<file path="src/hdl/clebs_pkg.sv">
`default_nettype none
package clebs_pkg;

	typedef enum logic [2:0] {
		FN_DATA   = 3'd0,
		FN_CMD    = 3'd1,
		FN_CURSOR = 3'd2,
		FN_DEC    = 3'd3,
		FN_CLEAR  = 3'd4
	} func_t;

	// one display byte waiting for the back end
	typedef struct packed {
		logic [7:0] dbyte;
		logic       rs;
		logic       last;
	} entry_t;

	// low nibble of the expander word: backlight, enable, RS
	localparam logic [3:0] CTL_DATA = 4'h9;
	localparam logic [3:0] CTL_CMD  = 4'h8;
	localparam logic [3:0] CTL_EN   = 4'h4;

	localparam logic [7:0] CMD_CLEAR  = 8'h01;
	localparam logic [7:0] CMD_HOME   = 8'h80;
	localparam logic [7:0] ASCII_ZERO = 8'h30;
	localparam logic [6:0] LINE2_BASE = 7'h40;
	localparam logic [1:0] LINE2      = 2'd2;

	localparam int DEC_DIGITS = 5;
	localparam int STEP_W     = $clog2(DEC_DIGITS);
	localparam logic [STEP_W-1:0] DEC_LAST_STEP = STEP_W'(DEC_DIGITS - 1);

	// k times the weight of each decimal place, most significant first
	localparam logic [16:0] DEC_MULT [DEC_DIGITS][10] = '{
		'{17'd0, 17'd10000, 17'd20000, 17'd30000, 17'd40000,
		  17'd50000, 17'd60000, 17'd70000, 17'd80000, 17'd90000},
		'{17'd0, 17'd1000, 17'd2000, 17'd3000, 17'd4000,
		  17'd5000, 17'd6000, 17'd7000, 17'd8000, 17'd9000},
		'{17'd0, 17'd100, 17'd200, 17'd300, 17'd400,
		  17'd500, 17'd600, 17'd700, 17'd800, 17'd900},
		'{17'd0, 17'd10, 17'd20, 17'd30, 17'd40,
		  17'd50, 17'd60, 17'd70, 17'd80, 17'd90},
		'{17'd0, 17'd1, 17'd2, 17'd3, 17'd4,
		  17'd5, 17'd6, 17'd7, 17'd8, 17'd9}
	};

	// six expander words per display byte: three per nibble
	localparam int BYTE_STEPS = 6;
	localparam int NIB_STEPS  = 3;
	localparam int CNT_W      = $clog2(BYTE_STEPS);
	localparam logic [CNT_W-1:0] CNT_LAST = CNT_W'(BYTE_STEPS - 1);
	localparam logic [CNT_W-1:0] CNT_LO   = CNT_W'(NIB_STEPS);
	localparam logic [CNT_W-1:0] CNT_EN_H = CNT_W'(1);
	localparam logic [CNT_W-1:0] CNT_EN_L = CNT_W'(NIB_STEPS + 1);

	localparam int QDEPTH = 4;
	localparam int QPTR_W = $clog2(QDEPTH);

endpackage
`default_nettype wire

</file>
<file path="src/hdl/clebs_if.sv">
`default_nettype none
interface clebs_req_if;
	logic        valid;
	logic        ready;
	logic [2:0]  func;
	logic [7:0]  data_byte;
	logic [1:0]  line_number;
	logic [6:0]  column_number;
	logic [15:0] number_value;

	modport source (output valid, func, data_byte, line_number, column_number,
		number_value, input ready);
	modport sink (input valid, func, data_byte, line_number, column_number,
		number_value, output ready);
endinterface

interface clebs_exp_if;
	logic       valid;
	logic       ready;
	logic [7:0] expander_byte;
	logic       last_of_run;

	modport source (output valid, expander_byte, last_of_run, input ready);
	modport sink (input valid, expander_byte, last_of_run, output ready);
endinterface
`default_nettype wire

</file>
<file path="src/hdl/clebs_front.sv">
`default_nettype none
module clebs_front (
	input  wire logic           clk,
	input  wire logic           arst_n,
	clebs_req_if.sink           req,
	output clebs_pkg::entry_t   ent,
	output logic                ent_valid,
	input  wire logic           ent_ready
);
	import clebs_pkg::*;

	logic              busy_q;
	func_t             func_q;
	logic [7:0]        data_q;
	logic [15:0]       rem_q;
	logic [STEP_W-1:0] step_q;
	logic              started_q;

	logic        push;
	logic        final_step;
	logic        adv;
	logic        done;
	logic        accept;
	logic        func_ok;
	logic [3:0]  digit;
	logic [15:0] rem_nxt;
	logic [6:0]  cur_addr;
	logic [6:0]  line_base;

	// digit of the current place: count of multiples not above the remainder
	always_comb begin
		digit = '0;
		for (int k = 1; k < 10; k++) begin
			if ({1'b0, rem_q} >= DEC_MULT[step_q][k])
				digit = digit + 4'd1;
		end
		rem_nxt = 16'({1'b0, rem_q} - DEC_MULT[step_q][digit]);
	end

	always_comb begin
		push       = 1'b0;
		final_step = 1'b1;
		ent        = '{dbyte: data_q, rs: 1'b0, last: 1'b1};
		unique case (func_q)
			FN_DATA: begin
				push   = 1'b1;
				ent.rs = 1'b1;
			end
			FN_CMD, FN_CURSOR: begin
				push = 1'b1;
			end
			FN_CLEAR: begin
				push       = 1'b1;
				final_step = step_q[0];
				ent.dbyte  = step_q[0] ? CMD_HOME : CMD_CLEAR;
				ent.last   = step_q[0];
			end
			FN_DEC: begin
				final_step = (step_q == DEC_LAST_STEP);
				// leading zeros suppressed; the units digit always goes out
				push       = started_q || (digit != 4'd0) || final_step;
				ent.dbyte  = ASCII_ZERO | {4'd0, digit};
				ent.rs     = 1'b1;
				ent.last   = final_step;
			end
			default: begin
				push = 1'b0;
			end
		endcase
	end

	assign ent_valid = busy_q && push;
	assign adv       = busy_q && (!push || ent_ready);
	assign done      = adv && final_step;
	assign req.ready = !busy_q || done;
	assign accept    = req.valid && req.ready;

	assign func_ok   = (req.func <= FN_CLEAR);
	assign line_base = (req.line_number == LINE2) ? LINE2_BASE : 7'd0;
	assign cur_addr  = line_base + req.column_number - 7'd1;

	always_ff @(posedge clk or negedge arst_n) begin
		if (!arst_n) begin
			busy_q    <= 1'b0;
			step_q    <= '0;
			started_q <= 1'b0;
		end else if (accept) begin
			busy_q    <= func_ok;
			step_q    <= '0;
			started_q <= 1'b0;
		end else if (done) begin
			busy_q <= 1'b0;
		end else if (adv) begin
			step_q    <= step_q + STEP_W'(1);
			started_q <= started_q || (digit != 4'd0);
		end
	end

	always_ff @(posedge clk) begin
		if (accept) begin
			func_q <= func_t'(req.func);
			data_q <= (req.func == FN_CURSOR) ? {1'b1, cur_addr} : req.data_byte;
			rem_q  <= req.number_value;
		end else if (adv) begin
			rem_q <= rem_nxt;
		end
	end

endmodule
`default_nettype wire

</file>
<file path="src/hdl/clebs_queue.sv">
`default_nettype none
module clebs_queue (
	input  wire logic             clk,
	input  wire logic             arst_n,
	input  clebs_pkg::entry_t     wr_ent,
	input  wire logic             wr_valid,
	output logic                  wr_ready,
	output clebs_pkg::entry_t     rd_ent,
	output logic                  rd_valid,
	input  wire logic             rd_ready
);
	import clebs_pkg::*;

	entry_t            mem [QDEPTH];
	logic [QPTR_W-1:0] wr_ptr_q;
	logic [QPTR_W-1:0] rd_ptr_q;
	logic [QPTR_W:0]   count_q;
	logic              push;
	logic              pop;

	assign wr_ready = (count_q != (QPTR_W+1)'(QDEPTH));
	assign rd_valid = (count_q != '0);
	assign rd_ent   = mem[rd_ptr_q];
	assign push     = wr_valid && wr_ready;
	assign pop      = rd_valid && rd_ready;

	always_ff @(posedge clk or negedge arst_n) begin
		if (!arst_n) begin
			wr_ptr_q <= '0;
			rd_ptr_q <= '0;
			count_q  <= '0;
		end else begin
			if (push)
				wr_ptr_q <= wr_ptr_q + QPTR_W'(1);
			if (pop)
				rd_ptr_q <= rd_ptr_q + QPTR_W'(1);
			if (push && !pop)
				count_q <= count_q + (QPTR_W+1)'(1);
			else if (pop && !push)
				count_q <= count_q - (QPTR_W+1)'(1);
		end
	end

	always_ff @(posedge clk) begin
		if (push)
			mem[wr_ptr_q] <= wr_ent;
	end

endmodule
`default_nettype wire

</file>
<file path="src/hdl/clebs_back.sv">
`default_nettype none
module clebs_back (
	input  wire logic           clk,
	input  wire logic           arst_n,
	input  clebs_pkg::entry_t   ent,
	input  wire logic           ent_valid,
	output logic                ent_ready,
	clebs_exp_if.source         exp
);
	import clebs_pkg::*;

	logic             busy_q;
	entry_t           ent_q;
	logic [CNT_W-1:0] cnt_q;
	logic [3:0]       nib;
	logic [3:0]       ctl;
	logic             en;
	logic             take;

	// high nibble first; enable pulses on the middle word of each nibble
	assign nib = (cnt_q < CNT_LO) ? ent_q.dbyte[7:4] : ent_q.dbyte[3:0];
	assign en  = (cnt_q == CNT_EN_H) || (cnt_q == CNT_EN_L);
	assign ctl = (ent_q.rs ? CTL_DATA : CTL_CMD) | (en ? CTL_EN : 4'd0);

	assign exp.valid         = busy_q;
	assign exp.expander_byte = {nib, ctl};
	assign exp.last_of_run   = ent_q.last && (cnt_q == CNT_LAST);

	assign take      = !busy_q || (exp.ready && (cnt_q == CNT_LAST));
	assign ent_ready = take;

	always_ff @(posedge clk or negedge arst_n) begin
		if (!arst_n) begin
			busy_q <= 1'b0;
			cnt_q  <= '0;
		end else if (take) begin
			busy_q <= ent_valid;
			cnt_q  <= '0;
		end else if (exp.ready) begin
			cnt_q <= cnt_q + CNT_W'(1);
		end
	end

	always_ff @(posedge clk) begin
		if (take)
			ent_q <= ent;
	end

endmodule
`default_nettype wire

</file>
<file path="src/hdl/char_lcd_expander_byte_sequencer.sv">
// Turns character-LCD requests (character, command, cursor set, 16-bit
// decimal, clear) into expander words for a 4-bit display: each display byte
// goes out as six words, high nibble then low, each nibble as enable low,
// high, low, with backlight set and RS high for data. The output runs at one
// word per cycle while the expander is ready; a character, command or cursor
// set is one display byte, a clear two, a decimal one to five. The front end
// makes a clear as clear then home and a decimal one digit at a time, most
// significant first, and queues display bytes four deep, so it takes the next
// request while earlier words are still being sent; the six-word sequencer at
// the output sets the throughput. Codes 5 to 7 produce nothing.
`default_nettype none
module char_lcd_expander_byte_sequencer (
	input  wire logic   clk,
	input  wire logic   arst_n,
	clebs_req_if.sink   req,
	clebs_exp_if.source exp
);
	import clebs_pkg::*;

	entry_t f_ent;
	logic   f_valid;
	logic   f_ready;
	entry_t b_ent;
	logic   b_valid;
	logic   b_ready;

	clebs_front u_front (
		.clk       (clk),
		.arst_n    (arst_n),
		.req       (req),
		.ent       (f_ent),
		.ent_valid (f_valid),
		.ent_ready (f_ready)
	);

	clebs_queue u_queue (
		.clk      (clk),
		.arst_n   (arst_n),
		.wr_ent   (f_ent),
		.wr_valid (f_valid),
		.wr_ready (f_ready),
		.rd_ent   (b_ent),
		.rd_valid (b_valid),
		.rd_ready (b_ready)
	);

	clebs_back u_back (
		.clk       (clk),
		.arst_n    (arst_n),
		.ent       (b_ent),
		.ent_valid (b_valid),
		.ent_ready (b_ready),
		.exp       (exp)
	);

endmodule
`default_nettype wire

</file>
<file path="src/flat_wrapper.sv">
// flat-port wrapper written by rule: the top's interface ports become plain ports
module char_lcd_expander_byte_sequencer_flat import clebs_pkg::*;
  (clk, arst_n, req_valid, req_func, req_data_byte, req_line_number, req_column_number, req_number_value, req_ready, exp_valid, exp_expander_byte, exp_last_of_run, exp_ready);
  clebs_req_if req_i ();
  clebs_exp_if exp_i ();
  input  wire logic clk;
  input  wire logic arst_n;
  input wire logic [$bits(req_i.valid)-1:0] req_valid;
  input wire logic [$bits(req_i.func)-1:0] req_func;
  input wire logic [$bits(req_i.data_byte)-1:0] req_data_byte;
  input wire logic [$bits(req_i.line_number)-1:0] req_line_number;
  input wire logic [$bits(req_i.column_number)-1:0] req_column_number;
  input wire logic [$bits(req_i.number_value)-1:0] req_number_value;
  output wire logic [$bits(req_i.ready)-1:0] req_ready;
  output wire logic [$bits(exp_i.valid)-1:0] exp_valid;
  output wire logic [$bits(exp_i.expander_byte)-1:0] exp_expander_byte;
  output wire logic [$bits(exp_i.last_of_run)-1:0] exp_last_of_run;
  input wire logic [$bits(exp_i.ready)-1:0] exp_ready;
  assign req_i.valid = req_valid;
  assign req_i.func = req_func;
  assign req_i.data_byte = req_data_byte;
  assign req_i.line_number = req_line_number;
  assign req_i.column_number = req_column_number;
  assign req_i.number_value = req_number_value;
  assign req_ready = req_i.ready;
  assign exp_valid = exp_i.valid;
  assign exp_expander_byte = exp_i.expander_byte;
  assign exp_last_of_run = exp_i.last_of_run;
  assign exp_i.ready = exp_ready;
  char_lcd_expander_byte_sequencer u_core (.clk(clk), .arst_n(arst_n), .req(req_i), .exp(exp_i));
endmodule
</file>
<file path="config.mk">
export PLATFORM = sky130hd
export DESIGN_NAME = char_lcd_expander_byte_sequencer_flat
export DESIGN_NICKNAME = d
export VERILOG_FILES = /design/src/hdl/clebs_pkg.sv /design/src/hdl/clebs_if.sv /design/src/hdl/clebs_front.sv /design/src/hdl/clebs_queue.sv /design/src/hdl/clebs_back.sv /design/src/hdl/char_lcd_expander_byte_sequencer.sv /design/src/flat_wrapper.sv
export SDC_FILE = /design/constraint.sdc
export NUM_CORES = 1
export LEC_CHECK = 0
export BUFFER_PORTS_ARGS = -buffer_cell sky130_fd_sc_hd__buf_4
export CAP_MARGIN = 20
export CORE_ASPECT_RATIO = 2
export CORE_MARGIN = 4
export CORE_UTILIZATION = 63
export CTS_CLUSTER_SIZE = 8
export DETAILED_ROUTE_END_ITERATION = 6
export MAX_ROUTING_LAYER = met4
export PLACE_DENSITY_LB_ADDON = 0.08
export SYNTH_ARGS = -nofsm -noshare
export SYNTH_HDL_FRONTEND = slang
export SYNTH_SLANG_ARGS = --single-unit
</file>
<file path="constraint.sdc">
create_clock -name clk -period 13.8 [get_ports clk]
set_clock_uncertainty 0.1 [all_clocks]
set_input_delay 1.38 -clock clk [delete_from_list [all_inputs] [get_ports clk]]
set_output_delay 1.38 -clock clk [all_outputs]
set_load 0.02 [all_outputs]
</file>
==> results.cfg <==
[yosys]
ys_ff_latch = 93
postSynthCellCount = 901
synth_nets = 1062
yosys.area.top_type = edfxtp_1
ys_warn_count = 0
ys.flop_type = edfxtp_1
synth_top_area_share_pct = 26.8
avgSynthCellArea_um2 = 9.59
synth_seq_area_share_pct = 31.4
netlist_area_mm2 = 0.00864
postSynth.asyncResetShare_pct = 17.2
synthTopCellsByArea = edfxtp_1, ha_1, dfrtp_1
synthDistinctLibCells = 83
synth_edf_count = 77

[drt]
vias_per_cell = 7.00
wl_per_cell_um = 25.7
drt_wl_total_um = 28000
drtAntennaViolNets = 0
route.detailed.drc = 0
firstDrtPassIters = 6
drt_iter0_markers = 523
vias = 7647

[layout]
antenna_cells = 0
nets = 1093
stdcell_count = 1092
syn_to_final_growth_pct = 8.77
drive_gt1_share_pct = 13.3

[grt]
grt_usage_pct = 36.5
grt_pass1_wl_um = 43200
grt_pass1_vias = 8149
antenna_found_initial = 0
grt.overflow.total = 0
grt_max_degree = 36

[timing]
slew_headroom_pct = 40.2
max_freq_mhz = 77.7
rsz0062_at_grt = no
setup_viol = 0
period_minus_slack_ns = 12.86
fin_ws_ns = 0.937
period_share_pct = 93.2
drv_slew = 0
hold_violations = 0
fin_setup_tns_ns = 0
worstMarginPinSlew_ns = 0.897

[clock_network]
clk_pin_slew_worst_paths_ns = 0.08
clock_sinks = 93
cts_resized = 0
cts.htree.levels = 3
post_cts_buffers = 0
cts_hold_buf = 0
clock_latency_ns = 0.35
clockRootBuffer = clkbuf_16
cts_tree = done
cts_buffers = 9
clk_path_buf_depth = 2

[outcome]
status = completed

[worst_setup_path]
start_kind = flop
worstPathArrival_ns = 12.86
required_ns = 13.80
crit_type = flop to flop
cp_slowest_stage_delay_ns = 0.47
endpoint_kind = flop
crit_fanout = 26
cp_slowest_cell = a2111oi_0
cpMostUsedCell = ha_1
cp-startpoint = u_core.u_front.step_q[2]$_DFFE_PN0P_
reg2reg_from = u_core.u_front.step_q[2]$_DFFE_PN0P_

[floorplanning]
start_util_pct = 64.3
core-area_mm2 = 0.0134
fp.dieW_um = 90.8
ios = 51
dieArea_mm2 = 0.0158
dieHeight_um = 174
num_rows = 60

[place]
io_buffers = 48
place_inst = 1076
routabilityCongestion = 1.12
pre_cts_slack_ns = 1.22
dp_hpwl_um = 21800

[min_path]
min-delay-start = u_core.u_queue.count_q[2]$_DFFE_PN0P_
hp-class = flop to flop

[job]
maxCapViolCount = 0
## final cells by class
cell class,instances,area (um^2)
clock buffer,9,225
inverter,48,180
sequential,93,2710
fill,1037,4040
tap,155,194
multi-input combinational,724,5600
timing repair buffer,56,420
clock inverter,7,67.6
## logic make-up (layout without fill, tap and decap cells)
kind of cell | after synthesis | in the layout | share of synthesized area (%)
and+or+nand+nor | 276 | 276 | 16.1
muxes | 42 | 42 | 6.80
other | 2 | 2 | 0.0869
DFF | 93 | 93 | 31.4
AOI/OAI and AO/OA | 243 | 243 | 18.6
adders and majority gates | 121 | 121 | 17.8
xor gates and xnor gates | 40 | 40 | 5.33
buffers and inverters | 84 | 120 | 3.95
## synthesized netlist by cell type (5+ instances only)
library cell	number
nand3_1	20
mux2_2	17
nand2b_1	11
a21boi_0	8
o211ai_1	6
edfxtp_1	77
nand2_1	72
nor2_1	74
nor2b_1	16
dfrtp_1	16
o31ai_1	9
xnor3_1	5
a21oi_1	58
inv_1	48
a21o_1	26
o21bai_1	5
or2_2	8
buf_1	5
and2_1	10
mux2_1	7
mux2i_1	7
o21ai_0	52
a31oi_1	9
mux4_2	11
o21a_1	12
ha_1	118
nand4_1	11
clkbuf_1	23
xnor2_1	19
a211oi_1	13
xor2_1	12
nor3_1	17
## per-layer routing
metal  global-route usage (%)  routed length (um)
met1                     31.1                8630
met4                     32.7                2890
met2                     66.3               15100
met5                        -                   0
met3                     5.91                1370
## registers in the layout (all words and copies together) (netlist names)
name,count
u_core.u_front.started_q,1
u_core.u_queue.wr_ptr_q,2
u_core.u_queue.rd_ptr_q,2
u_core.u_back.exp.valid,1
u_core.u_queue.mem,40
u_core.u_front.step_q,3
u_core.u_queue.count_q,3
u_core.u_front.busy_q,1
u_core.u_back.ent_q,10
u_core.u_front.data_q,8
u_core.u_back.cnt_q,3
u_core.u_front.func_q,3
u_core.u_front.rem_q,16
## metrics by stage
step | hold WS [ns] | util [%] | cell area [um^2]
detailed placement | 0.479 | 67.8 | 9110
floorplan | 0.409 | - | 8640
global placement | 0.448 | 67.8 | 9110
CTS | 0.491 | 70.0 | 9400
global route | 0.508 | 70.0 | 9400
finish | 0.487 | 70.0 | 9400
## worst paths after layout
| kind | to | slack, ns | cells after the start |
|---|---|---|---|
| setup reg to reg | u_core.u_front.rem_q[14]$_DFFE_PP_ | 0.94 | 57 |
| max in group asynchronous | u_core.u_front.step_q[2]$_DFFE_PN0P_ | 12.62 | 1 |
| setup / recovery | u_core.u_front.rem_q[14]$_DFFE_PP_ | 0.94 | 57 |
| hold reg to reg | u_core.u_queue.count_q[2]$_DFFE_PN0P_ | 0.49 | 1 |
| min in group asynchronous | u_core.u_queue.count_q[2]$_DFFE_PN0P_ | 0.78 | 1 |
| hold / removal | u_core.u_queue.count_q[2]$_DFFE_PN0P_ | 0.49 | 1 |
## placed cells by master, fill, tap and decap left out, drive strengths merged, types with 4 or more instances in the layout
cell type	synthesis	final
ha	118	118
edfxtp	77	77
nor2	74	74
nand2	73	73
a21oi	60	60
buf	13	56
o21ai	54	54
inv	48	51
a21o	26	26
mux2	24	24
xnor2	23	23
nand3	20	20
nor3	18	18
nor2b	17	17
dfrtp	16	16
a211oi	14	14
o21a	12	12
xor2	12	12
nand2b	11	11
nand4	11	11
mux4	11	11
and2	10	10
a31oi	9	9
clkbuf	23	9
o31ai	9	9
or2	8	8
a21boi	8	8
mux2i	7	7
o211ai	6	6
o21bai	5	5
xnor3	5	5
or3	4	4
nand4b	4	4
and3	4	4
nor4	4	4
clkinv	0	4
## worst max-delay path, delay by kind of cell, from the launching register on
kind / cells / cell delay [ns]
simple gates: 11 / 1.41
buf+inv: 5 / 1.17
flops: 1 / 0.38
mux: 2 / 0.58
fa+ha+maj: 10 / 2.95
compound gates: 26 / 5.23
xor+xnor: 3 / 0.78
Power is not shown: default switching activity piles up to over one toggle a cycle in this logic, so the estimate is an artifact.
